`src/gsq_pkg.sv`:
```
// gsq_pkg: shared types, constants and codes for the Gold sequence QPSK generator.
// Depends on nothing; every module of the block imports it.
`default_nettype none

package gsq_pkg;

    // Default geometry of the generator
    localparam int PADDED_ELEMENTS = 32;
    localparam int USED_ELEMENTS   = 24;
    localparam int SEED_BITS       = 31;
    localparam int SYMBOL_COUNT    = 2;

    // Row layout: low half real plane, high half imaginary plane
    localparam int ROW_W   = 64;
    localparam int PLANE_W = 32;
    localparam int ELEM_W  = 5;
    localparam int CODE_W  = 16;

    // Half-precision codes for +1/sqrt2 and -1/sqrt2
    localparam logic [CODE_W-1:0] CODE_PLUS  = 16'h39A8;
    localparam logic [CODE_W-1:0] CODE_MINUS = 16'hB9A8;
    localparam logic [CODE_W-1:0] CODE_PAD   = 16'h0000;

    // Item mode codes
    localparam logic [1:0] MODE_ROW  = 2'd0;
    localparam logic [1:0] MODE_BASE = 2'd1;
    localparam logic [1:0] MODE_GEN  = 2'd2;

    typedef struct packed {
        logic [1:0]       mode;
        logic [4:0]       row_index;
        logic [ROW_W-1:0] row_bits;
        logic [30:0]      seed;
        logic             symbol_index;
    } gsq_item_t;

    typedef struct packed {
        logic              out_symbol;
        logic [ELEM_W-1:0] element_index;
        logic [CODE_W-1:0] real_code;
        logic [CODE_W-1:0] imag_code;
        logic              last;
    } gsq_result_t;

    typedef enum logic [1:0] {
        ST_IDLE,
        ST_READ,
        ST_EMIT
    } gsq_state_t;

endpackage

`default_nettype wire

```
`src/gold_sequence_qpsk_gen.sv`:
```
// gold_sequence_qpsk_gen: top level of the Gold sequence QPSK generator.
// Instantiates gsq_ctrl, gsq_mem and gsq_out; uses gsq_pkg.
// Usage:
//   item channel (item_valid / item_stall / item): one beat per item.
//     Load-row and load-base items write the row store in the cycle they are
//     accepted and produce no result; out-of-range row indexes write nothing.
//     A generate item with a valid symbol index makes PADDED_ELEMENTS result
//     beats; mode 3 and out-of-range symbol indexes are accepted and dropped.
//   result channel (result_valid / result_stall / result): one beat per
//     element, element_index counting up, last set on the final element.
// Sequencing: a generate item sweeps the row store through its single read
//   port, one entry per cycle (base plus SEED_BITS rows), XOR-accumulating
//   the rows whose seed bit is set onto the base, then emits its elements
//   from the accumulated row, pausing while the output register is full.
//   Items are handled one at a time; item_stall is high from a generate
//   acceptance until its last element enters the output register.
// Reset: clears control state only; the row store is undefined until written.
// Receiver stall: the output register holds its beat, element sequencing
//   pauses, and no element is lost or repeated.
`default_nettype none

module gold_sequence_qpsk_gen #(
    parameter int SEED_BITS = gsq_pkg::SEED_BITS
) (
    input  wire logic                 clk,
    input  wire logic                 rst_n,
    input  wire logic                 item_valid,
    output logic                      item_stall,
    input  wire gsq_pkg::gsq_item_t   item,
    output logic                      result_valid,
    input  wire logic                 result_stall,
    output gsq_pkg::gsq_result_t      result
);
    import gsq_pkg::*;

    // Row store address: SEED_BITS matrix rows plus the base vector on top
    localparam int AW = $clog2(SEED_BITS + 1);

    logic             mem_we;
    logic [AW-1:0]    mem_waddr;
    logic [ROW_W-1:0] mem_wdata;
    logic             mem_re;
    logic [AW-1:0]    mem_raddr;
    logic [ROW_W-1:0] mem_rdata;
    logic             room;
    logic             push;
    gsq_result_t      push_data;

    gsq_ctrl #(
        .SEED_BITS (SEED_BITS),
        .AW        (AW)
    ) u_ctrl (
        .clk        (clk),
        .rst_n      (rst_n),
        .item_valid (item_valid),
        .item_stall (item_stall),
        .item       (item),
        .mem_we     (mem_we),
        .mem_waddr  (mem_waddr),
        .mem_wdata  (mem_wdata),
        .mem_re     (mem_re),
        .mem_raddr  (mem_raddr),
        .mem_rdata  (mem_rdata),
        .room       (room),
        .push       (push),
        .push_data  (push_data)
    );

    // Matrix rows and base vector; registered read data
    gsq_mem #(
        .SEED_BITS (SEED_BITS),
        .AW        (AW)
    ) u_mem (
        .clk   (clk),
        .we    (mem_we),
        .waddr (mem_waddr),
        .wdata (mem_wdata),
        .re    (mem_re),
        .raddr (mem_raddr),
        .rdata (mem_rdata)
    );

    // Output register parts the element sequencer from the receiver
    gsq_out u_out (
        .clk          (clk),
        .rst_n        (rst_n),
        .push         (push),
        .push_data    (push_data),
        .room         (room),
        .result_valid (result_valid),
        .result_stall (result_stall),
        .result       (result)
    );

endmodule

`default_nettype wire

```
`src/gsq_mem.sv`:
```
// gsq_mem: row store for the seed matrix plus the base vector in its top entry.
// One write port, one read port with registered read data; uses gsq_pkg.
`default_nettype none

module gsq_mem #(
    parameter int SEED_BITS = gsq_pkg::SEED_BITS,
    parameter int AW        = $clog2(SEED_BITS + 1)
) (
    input  wire logic                     clk,
    input  wire logic                     we,
    input  wire logic [AW-1:0]            waddr,
    input  wire logic [gsq_pkg::ROW_W-1:0] wdata,
    input  wire logic                     re,
    input  wire logic [AW-1:0]            raddr,
    output logic      [gsq_pkg::ROW_W-1:0] rdata
);
    import gsq_pkg::*;

    localparam int DEPTH = SEED_BITS + 1;

    logic [ROW_W-1:0] row_mem [DEPTH];
    logic [ROW_W-1:0] rdata_reg;

    always_ff @(posedge clk)
    begin
        if (we)
        begin
            row_mem[waddr] <= wdata;
        end
    end

    always_ff @(posedge clk)
    begin
        if (re)
        begin
            rdata_reg <= row_mem[raddr];
        end
    end

    assign rdata = rdata_reg;

endmodule

`default_nettype wire

```
`src/gsq_ctrl.sv`:
```
// gsq_ctrl: item intake, row-store writes, read sweep with XOR accumulation,
// and element sequencing. Uses gsq_pkg; drives gsq_mem and gsq_out.
`default_nettype none

module gsq_ctrl #(
    parameter int SEED_BITS = gsq_pkg::SEED_BITS,
    parameter int AW        = $clog2(SEED_BITS + 1)
) (
    input  wire logic                      clk,
    input  wire logic                      rst_n,
    input  wire logic                      item_valid,
    output logic                           item_stall,
    input  wire gsq_pkg::gsq_item_t        item,
    output logic                           mem_we,
    output logic      [AW-1:0]             mem_waddr,
    output logic      [gsq_pkg::ROW_W-1:0] mem_wdata,
    output logic                           mem_re,
    output logic      [AW-1:0]             mem_raddr,
    input  wire logic [gsq_pkg::ROW_W-1:0] mem_rdata,
    input  wire logic                      room,
    output logic                           push,
    output gsq_pkg::gsq_result_t           push_data
);
    import gsq_pkg::*;

    localparam logic [AW-1:0] BASE_ADDR = AW'(SEED_BITS);

    gsq_state_t           state_reg, state_next;
    logic [AW-1:0]        idx_reg, idx_next;
    logic [SEED_BITS-1:0] seed_reg, seed_next;
    logic                 sym_reg, sym_next;
    logic [ROW_W-1:0]     acc_reg, acc_next;
    logic [ELEM_W-1:0]    el_reg, el_next;
    logic                 accept;
    logic                 used;

    always_ff @(posedge clk or negedge rst_n)
    begin
        if (!rst_n)
        begin
            state_reg <= ST_IDLE;
        end
        else
        begin
            state_reg <= state_next;
        end
    end

    always_ff @(posedge clk)
    begin
        idx_reg  <= idx_next;
        seed_reg <= seed_next;
        sym_reg  <= sym_next;
        acc_reg  <= acc_next;
        el_reg   <= el_next;
    end

    always_comb
    begin
        state_next = state_reg;
        idx_next   = idx_reg;
        seed_next  = seed_reg;
        sym_next   = sym_reg;
        acc_next   = acc_reg;
        el_next    = el_reg;
        mem_we     = 1'b0;
        mem_waddr  = BASE_ADDR;
        mem_wdata  = item.row_bits;
        mem_re     = 1'b0;
        mem_raddr  = BASE_ADDR;
        push       = 1'b0;
        item_stall = (state_reg != ST_IDLE);
        accept     = item_valid && !item_stall;

        unique case (state_reg)
            ST_IDLE:
            begin
                if (accept)
                begin
                    unique case (item.mode)
                        MODE_ROW:
                        begin
                            if (item.row_index < 5'(SEED_BITS))
                            begin
                                mem_we    = 1'b1;
                                mem_waddr = AW'(item.row_index);
                            end
                        end
                        MODE_BASE:
                        begin
                            mem_we = 1'b1;
                        end
                        MODE_GEN:
                        begin
                            // Start the sweep with the base vector read
                            if ({1'b0, item.symbol_index} < 2'(SYMBOL_COUNT))
                            begin
                                mem_re     = 1'b1;
                                idx_next   = '0;
                                seed_next  = item.seed[SEED_BITS-1:0];
                                sym_next   = item.symbol_index;
                                state_next = ST_READ;
                            end
                        end
                        default:
                        begin
                            // drop unused mode
                        end
                    endcase
                end
            end
            ST_READ:
            begin
                // Data on mem_rdata belongs to entry idx_reg - 1, or base at 0
                if (idx_reg == '0)
                begin
                    acc_next = mem_rdata;
                end
                else
                begin
                    if (seed_reg[0])
                    begin
                        acc_next = acc_reg ^ mem_rdata;
                    end
                    seed_next = seed_reg >> 1;
                end
                if (idx_reg == AW'(SEED_BITS))
                begin
                    el_next    = '0;
                    state_next = ST_EMIT;
                end
                else
                begin
                    mem_re    = 1'b1;
                    mem_raddr = idx_reg;
                    idx_next  = idx_reg + 1'b1;
                end
            end
            ST_EMIT:
            begin
                if (room)
                begin
                    push = 1'b1;
                    if (el_reg == ELEM_W'(PADDED_ELEMENTS - 1))
                    begin
                        state_next = ST_IDLE;
                    end
                    else
                    begin
                        el_next = el_reg + 1'b1;
                    end
                end
            end
            default:
            begin
                state_next = ST_IDLE;
            end
        endcase
    end

    // Element payload from the accumulated row
    always_comb
    begin
        used = ({1'b0, el_reg} < 6'(USED_ELEMENTS));
        push_data.out_symbol    = sym_reg;
        push_data.element_index = el_reg;
        push_data.real_code     = !used ? CODE_PAD :
                                  (acc_reg[el_reg] ? CODE_MINUS : CODE_PLUS);
        push_data.imag_code     = !used ? CODE_PAD :
                                  (acc_reg[PLANE_W + int'(el_reg)] ? CODE_MINUS : CODE_PLUS);
        push_data.last          = (el_reg == ELEM_W'(PADDED_ELEMENTS - 1));
    end

endmodule

`default_nettype wire

```
`src/gsq_out.sv`:
```
// gsq_out: output register stage for result beats with valid/stall handshake.
// Uses gsq_pkg result type; fed by gsq_ctrl.
`default_nettype none

module gsq_out (
    input  wire logic                 clk,
    input  wire logic                 rst_n,
    input  wire logic                 push,
    input  wire gsq_pkg::gsq_result_t push_data,
    output logic                      room,
    output logic                      result_valid,
    input  wire logic                 result_stall,
    output gsq_pkg::gsq_result_t      result
);
    import gsq_pkg::*;

    logic        valid_reg;
    gsq_result_t data_reg;

    // Take a new beat when empty or when the held beat leaves this cycle
    assign room = !valid_reg || !result_stall;

    always_ff @(posedge clk or negedge rst_n)
    begin
        if (!rst_n)
        begin
            valid_reg <= 1'b0;
        end
        else if (room)
        begin
            valid_reg <= push;
        end
    end

    always_ff @(posedge clk)
    begin
        if (room && push)
        begin
            data_reg <= push_data;
        end
    end

    assign result_valid = valid_reg;
    assign result       = data_reg;

endmodule

`default_nettype wire
```
`config.mk`:
```
export PLATFORM = sky130hd
export DESIGN_NAME = gold_sequence_qpsk_gen
export DESIGN_NICKNAME = d
export VERILOG_FILES = /design/src/gsq_pkg.sv /design/src/gold_sequence_qpsk_gen.sv /design/src/gsq_mem.sv /design/src/gsq_ctrl.sv /design/src/gsq_out.sv
export SDC_FILE = /design/constraint.sdc
export NUM_CORES = 2
export LEC_CHECK = 0
export BUFFER_PORTS_ARGS = -buffer_cell sky130_fd_sc_hd__buf_2
export CAP_MARGIN = 15
export CORE_UTILIZATION = 56
export DETAILED_ROUTE_END_ITERATION = 10
export PLACE_DENSITY = 0.75
export SLEW_MARGIN = 0
export SYNTH_ARGS = -nofsm -noshare
export SYNTH_HDL_FRONTEND = slang
export SYNTH_HIERARCHICAL = 1
export SYNTH_SLANG_ARGS = --single-unit
```
`constraint.sdc`:
```
create_clock -name clk -period 5.19 [get_ports clk]
set_input_delay 0.519 -clock clk [delete_from_list [all_inputs] [get_ports clk]]
set_output_delay 0.519 -clock clk [all_outputs]
set_load 0.03 [all_outputs]
```
==> metrics.txt <==
run status=complete, no violations; RSZ-0062 raised after global routing=no; Die X=~350 um; Setup WS post-layout=1.05 ns; hpwl dp=roughly 79 mm; post-route antenna net violation count=0; overall routing resource usage=0.262; fill cell count=between 7,000 and 8,000; Die Ht=around 350 um; Worst-Skew Late Latency=0.79 ns; H-tree depth=4; initial antenna violation count=9; I/O Pins=around 150; Max Freq=between 200 and 250 MHz; vias in the first global route=around 32,000; Startpoint Class=flip-flop; crit end category=flip-flop; measured slew at the worst slew-check pin=between 1 and 1.5 ns; Synth Instances=approximately 2,900; row count=between 100 and 150; max-slew violations=0; largest net degree at the start of global routing=69; final setup fails=0; TritonCTS Buffers=between 150 and 200; pre-CTS setup slack=between 1 and 1.5 ns; CTS root buf=clkbuf_16; Mapped Area=roughly 66,000 um^2; via count=~32,000; period utilisation layout=0.798; core area=~120,000 um^2; Routed WL=between 150 and 200 mm; max FFs per register=~1,500; final core occ=0.637; post-CTS setup buffer count=0; via/cell ratio=6.65; Post-route DRC=0; Data arrival, critical path=around 4.7 ns; skew final=between 0.03 and 0.04 ns; CTS clk-pin slew, worst paths=~0.060 ns; WS Path Type=reg -> reg; Overflow after GRT=0; max_slew headroom=0.197; WP data required=5.72 ns; clock sinks=1,716; Syn Area/Cell=between 20 and 25 um^2; DP Area=slightly below 70,000 um^2; Clock Path Buffers=3; RD Place Congestion=~0.83; Nets=about 3,200; ratio of total power to cell area=between 500 and 600 nW/um^2; clock tree from TritonCTS=done; die footprint=between 100,000 and 150,000 um^2; overall power=40,100 uW; IO buf count=131; Leak=between 0.02 and 0.025 uW; worst min-delay path category=in -> reg; area grow syn2layout=12.2%; Max Cap Viol=0; Final Hold Fails=0; first drt pass iteration count=8; fin area=~74,000 um^2; Initial DRC Count=between 4,000 and 5,000; Peak VDD IR=roughly 510 uV; Initial Util=0.568; YS warnings=6; fraction of layout instances using a drive strength above 1=0.315; drt wl/cell=32.8 um; Max FO, Critical Path=57; first-pass GRT wire length=roughly 220 mm; Final min period=4.14 ns; setup_tns=0 ns
[what timing repair did]
item,CTS,global route
endpoints found under the setup margin,0,0
gates resized for setup,0,0
hold buffers,22,0
hold endpoints to repair,24,0
[where the power goes]
group / switching (uW) / internal, uW
Sequential: 419 / 16400
Combinational: 5850 / 5950
Clock: 4970 / 6460
Total: 11200 / 28800
[cells in the final DEF (no fill, tap or decap), types with 7 or more instances in the layout]
| master | n |
|---|---|
| a221oi_1 | 10 |
| and2_1 | 8 |
| buf_12 | 34 |
| buf_2 | 131 |
| buf_4 | 69 |
| bufinv_16 | 10 |
| clkbuf_1 | 37 |
| clkbuf_16 | 169 |
| clkinv_1 | 46 |
| clkinv_2 | 22 |
| conb_1 | 16 |
| dlygate4sd3_1 | 22 |
| edfxtp_1 | 1713 |
| mux2_2 | 57 |
| mux2i_1 | 35 |
| mux4_2 | 457 |
| nand2_1 | 152 |
| nor2_1 | 14 |
| nor2_4 | 32 |
| o21ai_0 | 8 |
| o22ai_1 | 8 |
| or3_1 | 7 |
| xnor2_1 | 50 |
[per-layer routing]
layer | track usage | vias up | routed length, um
met5 | 0 | - | 54
met3 | 0.0555 | 346 | 16900
met4 | 0.0932 | 8 | 5170
li1 | - | 12362 | -
met1 | 0.368 | 16643 | 58000
met2 | 0.412 | 2159 | 75100
[final cells by class]
type                    count  area [um^2]  share of cell area
repair buffers            256         2070              0.0279
clock inverters            95          766              0.0103
flip-flops and latches   1716        51500               0.692
well taps                1524         1910              0.0256
clock buffers             206         4370              0.0587
multi-input cells         934        13800               0.185
inverters                   7         26.3            0.000353
diodes                      3         7.51            0.000101
[metrics by stage]
stage	cells	hold WS (ns)
5_1_grt	4740	0.0243
3_5_place_dp	4414	0.327
4_1_cts	4737	0.00156
3_3_place_gp	4414	0.328
6_report	4741	0.0367
2_1_floorplan	2911	0.223
[path summary, 6_finish.rpt]
kind | startpoint | to | slack, ns | cells after the start
setup / recovery | u_ctrl/idx_reg[0]$_SDFFCE_PN0P_ | u_mem/rdata[49]$_DFFE_PP_ | 1.05 | 8
setup reg to reg | u_ctrl/idx_reg[0]$_SDFFCE_PN0P_ | u_mem/rdata[49]$_DFFE_PP_ | 1.05 | 8
hold / removal | item[27] | u_ctrl/seed_reg[26]$_DFFE_PP_ | 0.04 | 3
max in group asynchronous | rst_n | u_ctrl/state_reg[1]$_DFFE_PN0P_ | 4.97 | 2
hold reg to reg | u_ctrl/sym_reg$_DFFE_PP_ | u_out/result[38]$_DFFE_PP_ | 0.43 | 0
min in group asynchronous | rst_n | u_out/result_valid$_DFFE_PN0P_ | 0.09 | 2
[critical path, cell delays in order (launching register included)]
cell and delay (ns):
edfxtp_1 0.46, ha_1 0.23, and3_1 0.17, ha_1 0.36
or3_4 0.96, buf_4 0.45, mux4_2 0.38, mux4_2 0.48
mux2_2 0.33
No activity file was read; power rests on OpenSTA's default activity.
